**config.mk**
```make
export PLATFORM = sky130hd
export DESIGN_NAME = job_admission_policy
export DESIGN_NICKNAME = d
export VERILOG_FILES = /design/src/design/jap_pkg.sv /design/src/design/jap_ram.sv /design/src/design/job_admission_policy.sv
export SDC_FILE = /design/constraint.sdc
export NUM_CORES = 2
export LEC_CHECK = 0
export ABC_AREA = 0
export BUFFER_PORTS_ARGS = -buffer_cell sky130_fd_sc_hd__buf_2
export CAP_MARGIN = 15
export CORE_MARGIN = 2
export CORE_UTILIZATION = 35
export CTS_CLUSTER_DIAMETER = 30
export DETAILED_ROUTE_END_ITERATION = 10
export GPL_ROUTABILITY_DRIVEN = 0
export GPL_TIMING_DRIVEN = 0
export PLACE_DENSITY_LB_ADDON = 0.2
export SYNTH_ARGS = -nofsm -noshare
export SYNTH_HDL_FRONTEND = slang
export SYNTH_SLANG_ARGS = --single-unit
export TNS_END_PERCENT = 5
```
**constraint.sdc**
```tcl
create_clock -name aclk -period 25.3 [get_ports aclk]
set_input_delay 1.265 -clock aclk [delete_from_list [all_inputs] [get_ports aclk]]
set_output_delay 1.265 -clock aclk [all_outputs]
set_load 0.02 [all_outputs]
```
**src/design/jap_pkg.sv**
```systemverilog
// ---------------------------------------------------------------------------
// jap_pkg: shared codes for the job admission policy
// Action codes, decision reason codes and configuration register indexes.
// ---------------------------------------------------------------------------
package jap_pkg;

    localparam int ACTION_W  = 2;
    localparam int REASON_W  = 3;
    localparam int CFG_IDX_W = 3;
    localparam int CFG_DAT_W = 16;
    localparam int TIME_W    = 32;
    localparam int HOST_W    = 16;
    localparam int RAND_W    = 16;
    localparam int COUNT_W   = 7;

    localparam logic [ACTION_W-1:0] ACT_CHECK  = 2'd0;
    localparam logic [ACTION_W-1:0] ACT_RECORD = 2'd1;
    localparam logic [ACTION_W-1:0] ACT_TICK   = 2'd2;
    localparam logic [ACTION_W-1:0] ACT_RESET  = 2'd3;

    localparam logic [REASON_W-1:0] RSN_DISABLED   = 3'd0;
    localparam logic [REASON_W-1:0] RSN_CONTROLLER = 3'd1;
    localparam logic [REASON_W-1:0] RSN_ZERO_TIME  = 3'd2;
    localparam logic [REASON_W-1:0] RSN_STREAK     = 3'd3;
    localparam logic [REASON_W-1:0] RSN_TIMEOUT    = 3'd4;
    localparam logic [REASON_W-1:0] RSN_DRAW_ACC   = 3'd5;
    localparam logic [REASON_W-1:0] RSN_DRAW_REJ   = 3'd6;
    localparam logic [REASON_W-1:0] RSN_NON_CHECK  = 3'd7;

    localparam logic [CFG_IDX_W-1:0] CFG_ENABLED    = 3'd0;
    localparam logic [CFG_IDX_W-1:0] CFG_CONTROLLER = 3'd1;
    localparam logic [CFG_IDX_W-1:0] CFG_HOST_LIMIT = 3'd2;
    localparam logic [CFG_IDX_W-1:0] CFG_IDLE_TMO   = 3'd3;
    localparam logic [CFG_IDX_W-1:0] CFG_PER_PEER   = 3'd4;
    localparam logic [CFG_IDX_W-1:0] CFG_PEER_COUNT = 3'd5;

endpackage

```
**src/design/jap_ram.sv**
```systemverilog
// ---------------------------------------------------------------------------
// jap_ram: generic single-port-write, single-port-read RAM
// One write and one registered read per cycle.
// ---------------------------------------------------------------------------
module jap_ram #(
    parameter int WIDTH = 32,
    parameter int DEPTH = 64
) (
    input  logic                                   aclk,
    input  logic                                   wr_en,
    input  logic [(DEPTH > 1 ? $clog2(DEPTH) : 1)-1:0] wr_addr,
    input  logic [WIDTH-1:0]                       wr_data,
    input  logic                                   rd_en,
    input  logic [(DEPTH > 1 ? $clog2(DEPTH) : 1)-1:0] rd_addr,
    output logic [WIDTH-1:0]                       rd_data
);

    logic [WIDTH-1:0] mem [DEPTH];
    logic [WIDTH-1:0] rd_data_reg;

    always_ff @(posedge aclk) begin
        if (wr_en) begin
            mem[wr_addr] <= wr_data;
        end
        if (rd_en) begin
            rd_data_reg <= mem[rd_addr];
        end
    end

    assign rd_data = rd_data_reg;

endmodule

```
**src/design/job_admission_policy.sv**
```systemverilog
// ---------------------------------------------------------------------------
// job_admission_policy: probabilistic job admission
// Check, record, tick and reset-timer items against a job time history.
// ---------------------------------------------------------------------------
// Record, tick and reset-timer items, and checks settled without a window
// walk, pass straight from acceptance to ST_OUT, which loads the result. A
// check that draws against a nonempty window walks it through the single RAM
// read port, one entry per cycle, lets the last read drain, and then forms
// the products in ST_MULT and compares them in ST_CMP before ST_OUT.
// The input is ready only while no item is in progress; a finished result
// waits in the output register. The history RAM is not cleared after reset;
// only entries that were recorded are read.
// ---------------------------------------------------------------------------
module job_admission_policy
    import jap_pkg::*;
#(
    parameter int HISTORY_DEPTH = 64
) (
    input  logic                 aclk,
    input  logic                 aresetn,
    input  logic                 cfg_we,
    input  logic [CFG_IDX_W-1:0] cfg_index,
    input  logic [CFG_DAT_W-1:0] cfg_wdata,
    input  logic                 s_valid,
    output logic                 s_ready,
    input  logic [ACTION_W-1:0]  s_action,
    input  logic [TIME_W-1:0]    s_time_required,
    input  logic [HOST_W-1:0]    s_host_id,
    input  logic [RAND_W-1:0]    s_random_value,
    output logic                 m_valid,
    input  logic                 m_ready,
    output logic                 m_accepted,
    output logic [REASON_W-1:0]  m_decision_reason,
    output logic [COUNT_W-1:0]   m_history_count
);

    localparam int ADDR_W = (HISTORY_DEPTH > 1) ? $clog2(HISTORY_DEPTH) : 1;
    localparam int FILL_W = $clog2(HISTORY_DEPTH + 1);
    localparam int PROD_W = TIME_W + RAND_W;

    typedef enum logic [2:0] {
        ST_IDLE,
        ST_WALK,
        ST_MULT,
        ST_CMP,
        ST_OUT
    } state_t;

    state_t              state_reg, state_next;
    logic                enabled_reg, enabled_next;
    logic                ctrl_mode_reg, ctrl_mode_next;
    logic [7:0]          host_limit_reg, host_limit_next;
    logic [15:0]         idle_tmo_reg, idle_tmo_next;
    logic [7:0]          per_peer_reg, per_peer_next;
    logic [7:0]          peer_count_reg, peer_count_next;
    logic [ADDR_W-1:0]   head_reg, head_next;
    logic [FILL_W-1:0]   fill_reg, fill_next;
    logic [HOST_W-1:0]   prev_host_reg, prev_host_next;
    logic [7:0]          streak_reg, streak_next;
    logic [31:0]         idle_reg, idle_next;
    logic                m_valid_reg, m_valid_next;
    logic                pend_reg, pend_next;
    logic [FILL_W-1:0]   walk_cnt_reg, walk_cnt_next;
    logic [ADDR_W-1:0]   walk_addr_reg, walk_addr_next;
    logic [TIME_W-1:0]   t_reg, t_next;
    logic [RAND_W-1:0]   rnd_reg, rnd_next;
    logic [TIME_W-1:0]   min_reg, min_next;
    logic [PROD_W-1:0]   lhs_reg, lhs_next;
    logic [PROD_W-1:0]   prod_reg, prod_next;
    logic                acc_reg, acc_next;
    logic [REASON_W-1:0] reason_reg, reason_next;
    logic                m_acc_reg, m_acc_next;
    logic [REASON_W-1:0] m_reason_reg, m_reason_next;
    logic [COUNT_W-1:0]  m_count_reg, m_count_next;

    logic                accept;
    logic                ram_we;
    logic                ram_re;
    logic [TIME_W-1:0]   ram_rdata;
    logic [15:0]         lim_raw;
    logic [FILL_W-1:0]   lim;
    logic [FILL_W-1:0]   fill_inc;
    logic [7:0]          streak_upd;

    assign accept  = s_valid && s_ready;
    assign s_ready = (state_reg == ST_IDLE);
    assign ram_we  = accept && (s_action == ACT_RECORD);
    assign ram_re  = (state_reg == ST_WALK) && (walk_cnt_reg != '0);

    jap_ram #(
        .WIDTH (TIME_W),
        .DEPTH (HISTORY_DEPTH)
    ) u_history (
        .aclk    (aclk),
        .wr_en   (ram_we),
        .wr_addr (head_reg),
        .wr_data (s_time_required),
        .rd_en   (ram_re),
        .rd_addr (walk_addr_reg),
        .rd_data (ram_rdata)
    );

    always_comb begin
        lim_raw = {8'd0, peer_count_reg} * {8'd0, per_peer_reg};
        if (lim_raw == 16'd0) begin
            lim = FILL_W'(1);
        end else if (lim_raw >= 16'(HISTORY_DEPTH)) begin
            lim = FILL_W'(HISTORY_DEPTH);
        end else begin
            lim = FILL_W'(lim_raw);
        end
        fill_inc = (fill_reg < FILL_W'(HISTORY_DEPTH)) ? fill_reg + 1'b1 : fill_reg;
        if (prev_host_reg == s_host_id) begin
            streak_upd = (streak_reg == 8'hFF) ? streak_reg : streak_reg + 8'd1;
        end else begin
            streak_upd = 8'd0;
        end
    end

    always_comb begin
        state_next      = state_reg;
        enabled_next    = enabled_reg;
        ctrl_mode_next  = ctrl_mode_reg;
        host_limit_next = host_limit_reg;
        idle_tmo_next   = idle_tmo_reg;
        per_peer_next   = per_peer_reg;
        peer_count_next = peer_count_reg;
        head_next       = head_reg;
        fill_next       = fill_reg;
        prev_host_next  = prev_host_reg;
        streak_next     = streak_reg;
        idle_next       = idle_reg;
        m_valid_next    = m_valid_reg;
        pend_next       = 1'b0;
        walk_cnt_next   = walk_cnt_reg;
        walk_addr_next  = walk_addr_reg;
        t_next          = t_reg;
        rnd_next        = rnd_reg;
        min_next        = min_reg;
        lhs_next        = lhs_reg;
        prod_next       = prod_reg;
        acc_next        = acc_reg;
        reason_next     = reason_reg;
        m_acc_next      = m_acc_reg;
        m_reason_next   = m_reason_reg;
        m_count_next    = m_count_reg;

        if (cfg_we) begin
            case (cfg_index)
                CFG_ENABLED:    enabled_next    = cfg_wdata[0];
                CFG_CONTROLLER: ctrl_mode_next  = cfg_wdata[0];
                CFG_HOST_LIMIT: host_limit_next = cfg_wdata[7:0];
                CFG_IDLE_TMO:   idle_tmo_next   = cfg_wdata;
                CFG_PER_PEER:   per_peer_next   = cfg_wdata[7:0];
                CFG_PEER_COUNT: peer_count_next = cfg_wdata[7:0];
                default: ;
            endcase
        end

        if (m_valid_reg && m_ready) begin
            m_valid_next = 1'b0;
        end

        case (state_reg)
            ST_IDLE: begin
                if (accept) begin
                    t_next      = s_time_required;
                    rnd_next    = s_random_value;
                    acc_next    = 1'b0;
                    reason_next = RSN_NON_CHECK;
                    state_next  = ST_OUT;
                    case (s_action)
                        ACT_CHECK: begin
                            acc_next = 1'b1;
                            if (!enabled_reg) begin
                                reason_next = RSN_DISABLED;
                            end else if (ctrl_mode_reg) begin
                                reason_next = RSN_CONTROLLER;
                            end else if (s_time_required == '0) begin
                                reason_next = RSN_ZERO_TIME;
                            end else begin
                                prev_host_next = s_host_id;
                                if (streak_upd >= host_limit_reg) begin
                                    streak_next = 8'd0;
                                    reason_next = RSN_STREAK;
                                end else begin
                                    streak_next = streak_upd;
                                    if (idle_reg > {16'd0, idle_tmo_reg}) begin
                                        reason_next = RSN_TIMEOUT;
                                    end else if (fill_reg == '0) begin
                                        acc_next    = (s_random_value != '1);
                                        reason_next = (s_random_value != '1) ?
                                                      RSN_DRAW_ACC : RSN_DRAW_REJ;
                                    end else begin
                                        min_next       = '1;
                                        walk_cnt_next  = fill_reg;
                                        walk_addr_next = (head_reg == '0) ?
                                                         ADDR_W'(HISTORY_DEPTH - 1) :
                                                         head_reg - 1'b1;
                                        state_next     = ST_WALK;
                                    end
                                end
                            end
                        end
                        ACT_RECORD: begin
                            head_next = (head_reg == ADDR_W'(HISTORY_DEPTH - 1)) ?
                                        '0 : head_reg + 1'b1;
                            fill_next = (fill_inc > lim) ? lim : fill_inc;
                            idle_next = '0;
                        end
                        ACT_TICK: begin
                            if (idle_reg != '1) begin
                                idle_next = idle_reg + 32'd1;
                            end
                        end
                        default: begin
                            idle_next      = '0;
                            prev_host_next = '0;
                            streak_next    = 8'd0;
                        end
                    endcase
                end
            end
            ST_WALK: begin
                if (pend_reg && (ram_rdata < min_reg)) begin
                    min_next = ram_rdata;
                end
                if (walk_cnt_reg != '0) begin
                    pend_next      = 1'b1;
                    walk_cnt_next  = walk_cnt_reg - 1'b1;
                    walk_addr_next = (walk_addr_reg == '0) ?
                                     ADDR_W'(HISTORY_DEPTH - 1) : walk_addr_reg - 1'b1;
                end else if (!pend_reg) begin
                    state_next = ST_MULT;
                end
            end
            ST_MULT: begin
                prod_next  = rnd_reg * t_reg;
                lhs_next   = {min_reg, {RAND_W{1'b0}}} - {{RAND_W{1'b0}}, min_reg};
                state_next = ST_CMP;
            end
            ST_CMP: begin
                if (min_reg >= t_reg) begin
                    acc_next = (rnd_reg != '1);
                end else begin
                    acc_next = (lhs_reg > prod_reg);
                end
                state_next = ST_OUT;
            end
            ST_OUT: begin
                reason_next = acc_reg ? RSN_DRAW_ACC : RSN_DRAW_REJ;
                if (reason_reg != RSN_DRAW_ACC && reason_reg != RSN_DRAW_REJ) begin
                    reason_next = reason_reg;
                end
                if (!m_valid_reg || m_ready) begin
                    m_valid_next  = 1'b1;
                    m_acc_next    = acc_reg;
                    m_reason_next = reason_reg;
                    m_count_next  = COUNT_W'(fill_reg);
                    state_next    = ST_IDLE;
                end
            end
            default: begin
                state_next = ST_IDLE;
            end
        endcase

        if (state_reg == ST_CMP) begin
            reason_next = ((min_reg >= t_reg) ? (rnd_reg != '1) : (lhs_reg > prod_reg)) ?
                          RSN_DRAW_ACC : RSN_DRAW_REJ;
        end
    end

    always_ff @(posedge aclk) begin
        if (!aresetn) begin
            state_reg      <= ST_IDLE;
            enabled_reg    <= 1'b0;
            ctrl_mode_reg  <= 1'b0;
            host_limit_reg <= 8'd5;
            idle_tmo_reg   <= 16'd10;
            per_peer_reg   <= 8'd2;
            peer_count_reg <= 8'd1;
            head_reg       <= '0;
            fill_reg       <= '0;
            prev_host_reg  <= '0;
            streak_reg     <= 8'd0;
            idle_reg       <= '0;
            m_valid_reg    <= 1'b0;
            pend_reg       <= 1'b0;
        end else begin
            state_reg      <= state_next;
            enabled_reg    <= enabled_next;
            ctrl_mode_reg  <= ctrl_mode_next;
            host_limit_reg <= host_limit_next;
            idle_tmo_reg   <= idle_tmo_next;
            per_peer_reg   <= per_peer_next;
            peer_count_reg <= peer_count_next;
            head_reg       <= head_next;
            fill_reg       <= fill_next;
            prev_host_reg  <= prev_host_next;
            streak_reg     <= streak_next;
            idle_reg       <= idle_next;
            m_valid_reg    <= m_valid_next;
            pend_reg       <= pend_next;
        end
        walk_cnt_reg  <= walk_cnt_next;
        walk_addr_reg <= walk_addr_next;
        t_reg         <= t_next;
        rnd_reg       <= rnd_next;
        min_reg       <= min_next;
        lhs_reg       <= lhs_next;
        prod_reg      <= prod_next;
        acc_reg       <= acc_next;
        reason_reg    <= reason_next;
        m_acc_reg     <= m_acc_next;
        m_reason_reg  <= m_reason_next;
        m_count_reg   <= m_count_next;
    end

    assign m_valid           = m_valid_reg;
    assign m_accepted        = m_acc_reg;
    assign m_decision_reason = m_reason_reg;
    assign m_history_count   = m_count_reg;

endmodule
```
After elaboration in Yosys (flattened, before gate mapping)
Memory sizes are Yosys's and may differ from the RTL's. A register that Yosys moved wholly into a read port is not among the register bits.
Index checks and enable logic that the tools add are counted.
{ "op_classes": {"order_cmp": 8, "n_addsub": 8, "n_mul": 2, "reduce_logical": 38, "bitwise": 2, "muxes": 92, "n_eq_ne": 38} }
{ "ops": {"columns": ["cell", "count"], "rows": [
  ["two-way mux 32 bit", 10],
  ["one-hot mux 32 bit (2 select lines)", 2],
  ["two-way mux 7 bit", 13],
  ["two-way mux 6 bit", 12],
  ["two-way mux 3 bit", 19],
  ["> comparator 48 bit", 1],
  ["multiplier 16 x 32 -> 48 bit", 1],
  ["two-way mux 16 bit", 3],
  ["two-way mux 8 bit", 6],
  ["subtractor 48 x 32 -> 48 bit", 1],
  ["adder 32 x 1 -> 32 bit (second input constant)", 1],
  ["greater-or-equal comparator 32 bit", 1],
  ["> comparator 32 x 16 -> 1 bit", 1],
  ["logical NOT 32 bit", 1],
  ["< comparator 32 bit", 1],
  ["!= test 16 bit (second input constant)", 2],
  ["!= test 32 bit (second input constant)", 1],
  ["one-hot mux 16 bit (2 select lines)", 1],
  ["!= test 2 bit (second input constant)", 12],
  ["AND reduction 10 bit", 2],
  ["AND reduction 2 bit", 10],
  ["equality test 16 bit", 1],
  ["greater-or-equal comparator 16 x 7 -> 1 bit (second input constant)", 1],
  ["logical NOT 16 bit", 1],
  ["42 further kinds", 84]
]} }
{ "totals": {"in_bits": 90, "out_inout_bits": 13, "ramBits": 2048, "n_memories": 1, "regBits": 320} }
{ "mem_list": {"columns": ["name", "depth", "word_bits", "rd", "rd_ports_with_merged_regs", "wr", "line_no", "text"], "rows": [
  ["u_history.mem", 64, 32, 1, 1, 1, "jap_ram.sv:18", "logic [WIDTH-1:0] mem [DEPTH];"]
]} }

Depth between registers and ports, before layout
{ "logic_depth": {"word_depth": 12, "depth_mapped": 28, "ltp_nobuf": 27} }

By module
Synthesis repeated with hierarchy kept, for this count alone.
{ "unflattened": {"hier_cells": 7217, "area_unflattened_um2": 114144.5} }
{ "modules_own_cells": {"columns": ["mod", "area_each_um2", "instances", "seq_area_each_um2", "cells_each"], "rows": [
  ["jap_ram", 79359.9, 1, 62459.9, 3511],
  ["job_admission_policy", 34784.6, 1, 8448.1, 3706]
]} }

Worst setup path after synthesis
OpenSTA, ideal clock, no wires.
{ "synth_timing": {"kind": "flip-flop to flip-flop", "startpoint": "reg state_reg[1]", "endpoint": "reg lhs_reg[0] (enable)", "arrival_time_ps": 7565, "slack_ps": 17046, "setup_ps": 688, "stages_incl_launch_ff": 3, "synth_period_minus_slack_ps": 8254, "path_buffers": 1, "path_cell_list": "dfxtp_1 clkbuf_1 nor3b_1"} }
{ "synth_via": {"elab_chain_cells": 1} }
{ "synth_rtl": {"columns": ["element", "line_no", "text"], "rows": [
  ["start, declared", "job_admission_policy.sv:49", "state_t state_reg, state_next;"],
  ["start signal, assigned", "job_admission_policy.sv:291", "state_reg <= state_next;"],
  ["equality test 3 x 2 -> 1 bit", "job_admission_policy.sv:164", "case (state_reg)"],
  ["end signal, assigned", "job_admission_policy.sv:311", "lhs_reg <= lhs_next;"],
  ["end, declared", "job_admission_policy.sv:68", "logic [PROD_W-1:0] lhs_reg, lhs_next;"]
]} }
No other way between the ends.
A chain may end at the register's enable or synchronous reset.

Worst setup path after layout
{ "layout_timing": {"startpoint": "reg t_reg[16]", "endpoint": "reg prod_reg[46], data pin"} }
{ "layout_via": {"elab_chain_cells": 1} }
{ "layout_rtl": {"columns": ["element", "line_no", "text"], "rows": [
  ["start, declared", "job_admission_policy.sv:65", "logic [TIME_W-1:0] t_reg, t_next;"],
  ["start signal, assigned", "job_admission_policy.sv:308", "t_reg <= t_next;"],
  ["multiplier 16 x 32 -> 48 bit", "job_admission_policy.sv:238", "prod_next = rnd_reg * t_reg;"],
  ["end signal, assigned", "job_admission_policy.sv:312", "prod_reg <= prod_next;"],
  ["end, declared", "job_admission_policy.sv:69", "logic [PROD_W-1:0] prod_reg, prod_next;"]
]} }
No other way between the ends.

==> impl_metrics.ini <==
[setup_path]
cp_slowest_cell = clkbuf_1
crit_chain = clkbuf_1 -> nand2_1 -> fa_1 -> inv_1 -> fa_1 -> inv_1 -> fa_1 -> fa_1 -> fa_1 -> inv_1 -> fa_1 -> ha_1 -> a21oi_1 -> o211ai_1 -> o31ai_1 -> a21oi_1 -> a211o_1 -> a221oi_1 -> inv_1 -> o311ai_1
reg2reg_slack_ns = 17.17
start_kind = flop
path_max_fanout = 10
critical_path_class = reg2reg
rr_worst_depth = 20
slowest_delay_ns = 0.86
reg2reg_from = t_reg[16]
critPathTopFamily = adder cells
path_buf_inv = 5
cp.required_ns = 25.99
cp-end-kind = flop
crit_top_cell = fa_1
arrival_ns = 8.82
r2r_end = prod_reg[46]

[clocking]
cts-resized-gates = 0
cts_tree = done
cts_sinks = 2400
cts.path.max_buffers = 4
clk_pin_slew_ns = 0.05
post-cts-setup-buffer-count = 0
clk_latency_ns = 0.99
clockRootBuffer = clkbuf_16
h-tree-depth = 5
holdBufCountCts = 0
cts_buffers = 462

[drt]
drt_iter0_drc = 5993
firstDrtPassIters = 6
routed_via_density = 5.249
ant_nets = 0
wl_met3_mm = 23.35
vias = 63890
dr_wl_met2_mm = 164.8
drt_wl_total_mm = 342.3
routedWlPerCell_um = 28.13
drc = 0
met1Wirelength_mm = 143.4
top_layer = met5

[global_route]
antenna_found_initial = 58
grt_max_degree = 67
grt-ovfl-total = 0
grt_pass1_wl_mm = 489.1
grt_pass1_vias = 67200
grt_util_all_layers_pct = 20.69

[timing]
finalMaxSlewViolations = 0
finalHoldViolations = 0
skew_ns = 0.1009
fmax_ghz = 0.1230
finalSetupViolCount = 0
fin_tns_setup_ns = 0
slew_headroom_pct = 13.08
fin_crit_ns = 8.133
grt_setup_unrepaired = no
tightest_slew_ns = 1.300
finalCritPeriodShare_pct = 32.15
layout_setup_ws_ns = 17.17

[cells_and_area]
area_delta_synth_final_pct = 22.22
nets = 8296
drive_gt1_share_pct = 22.86
largest_reg_flops = 2048

[placed_design]
place_ws_ns = 17.09
io_buffers = 101
dpl.hpwl_mm = 242.8

[synth]
yosys.area_share.simple_pct = 5.715
synth_top_cell_by_area = edfxtp_1
synth-compound-area-share_pct = 2.700
synthMuxAreaShare_pct = 13.36
ys_seq_area_share_pct = 62.35
synth_top_family_by_area = multiplexers
synthXorXnorAreaFrac_pct = 1.277
synth_area_leaders = edfxtp_1 60%, mux4_2 13%, fa_1 8.0%, ha_1 3.6%, dfxtp_1 2.0%
synth_nets = 7599
synth_top_area_share_pct = 60.31
ys_async_sr_fraction_pct = 0
synthCells = 6727
netlist_area_um2 = 113700
synth_adder_area_share_pct = 11.60
ys_seq_elements = 2400
avgSynthCellArea_um2 = 16.91
synth.distinct_cells = 86
synth_edf_count = 2284
synth_flop_cell = edfxtp_1
yosys_warnings = 0

[floorplan]
start_util_pct = 35.13
rows = 209
die_y_um = 574.0
io_pins = 103
die_w_um = 574.0
die_area_um2 = 329500
core_area_um2 = 323700

[power_and_ir_drop]
swShare_pct = 31.93
switchingPower_mw = 4.949
vdd_drop_max_mv = 0.2086
p_int_mw = 10.55
clkPwrFrac_pct = 40.5
combinationalPowerShare_pct = 29.8
seq_power_share_pct = 29.7
power_density_nw_per_um2 = 111.5
leakagePower_nw = 48.90

[hold_path]
min_to = m_history_count[6]
hp-start = fill_reg[6]
hold_depth = 0
hp-class = reg2reg

[flow_run]
cap_violations = 0

[run_status]
outcome = complete, no violations
layer usage:
metal | GRT usage (%) | vias up
li1 | - | 27010
met1 | 27.69 | 34060
met2 | 34.13 | 2243
met3 | 4.008 | 554
met4 | 6.289 | 20
met5 | 0 | -
layout make-up:
cell class	count	area, um^2
Clock buffer	519	11970
Tap cell	4325	5411
Timing Repair Buffer	233	3073
Fill cell	28790	184700
Buffer	301	1147
Multi-Input combinational cell	3423	39920
Sequential cell	2400	70910
Inverter	603	2263
Antenna cell	16	40.04
Clock inverter	350	4258
power by group through the flow:
stage               logic, mW  clock network, mW  registers, mW
floorplan                3.22                  0           4.67
global placement         4.60                  0           4.68
detailed placement       4.60                  0           4.68
CTS                      4.64               6.36           4.61
global route             5.19               6.55           4.60
finish                   4.61               6.28           4.61
cell usage after synthesis, types with 8 or more instances:
library cell	instances
a2111oi_0	8
a211oi_1	11
a21boi_0	52
a21o_1	61
a21oi_1	112
a22oi_1	13
a31oi_1	19
and2_1	221
and3_1	26
buf_1	51
clkbuf_1	243
dfxtp_1	116
edfxtp_1	2284
fa_1	454
ha_1	328
inv_1	603
mux4_2	672
nand2_1	562
nand2b_1	54
nand3_1	82
nand3b_1	8
nand4_1	54
nor2_1	182
nor2b_1	35
nor3_1	36
nor4_1	32
o211ai_1	18
o21a_1	14
o21ai_0	64
o21bai_1	9
o31ai_1	8
xnor2_1	86
xor2_1	78
logic make-up after synthesis:
group           after synthesis
flops                      2400
simple gates               1343
buf+inv                     904
fa+ha+maj                   782
mux                         678
compound gates              455
xor+xnor                    165
worst max-delay path by stage:
stage / from / end / slack (ns) / cells after the start
2_1_floorplan: state_reg[1] / lhs_reg[0] / 17.05 / 2
3_3_place_gp: state_reg[1] / lhs_reg[40] / 13.88 / 2
3_5_place_dp: t_reg[16] / prod_reg[46] / 17.09 / 20
4_1_cts: t_reg[16] / prod_reg[46] / 17.09 / 20
5_1_grt: t_reg[16] / prod_reg[46] / 16.65 / 20
6_report: t_reg[16] / prod_reg[46] / 17.17 / 20
cells in the final DEF, fill, tap and decap left out, types with 18 or more instances in the layout:
cell type   count
a21boi_0       52
a21o_1         61
a21oi_1       111
a31oi_1        19
and2_1        221
and3_1         26
buf_1          50
buf_12         72
buf_16         23
buf_2          97
buf_4          18
buf_8          19
bufinv_16      74
clkbuf_1      282
clkbuf_16     467
clkinv_1       58
clkinv_2       79
clkinv_4       34
clkinvlp_4     57
dfxtp_1       116
edfxtp_1     2284
fa_1          454
ha_1          328
inv_1         602
inv_6          29
mux4_2        672
nand2_1       562
nand2b_1       54
nand3_1        82
nand4_1        54
nor2_1        117
nor2_4         65
nor2b_1        35
nor3_1         36
nor4_1         31
o211ai_1       18
o21ai_0        64
xnor2_1        86
xor2_1         78
per-stage QoR:
stage          area, um^2  hold WS, ns  utilization (%)  power, mW  instances
2_1_floorplan      113700       0.4064                -      7.888       6727
3_3_place_gp       119600       0.4332            36.96      9.281      11150
3_5_place_dp       122400       0.4281            37.82      9.281      11270
4_1_cts            138700       0.4495            42.83      15.61      12130
5_1_grt            139000       0.4598            42.93      16.35      12160
6_report           139000       0.4465            42.94      15.50      12170
(Power assumes the default switching activity.)
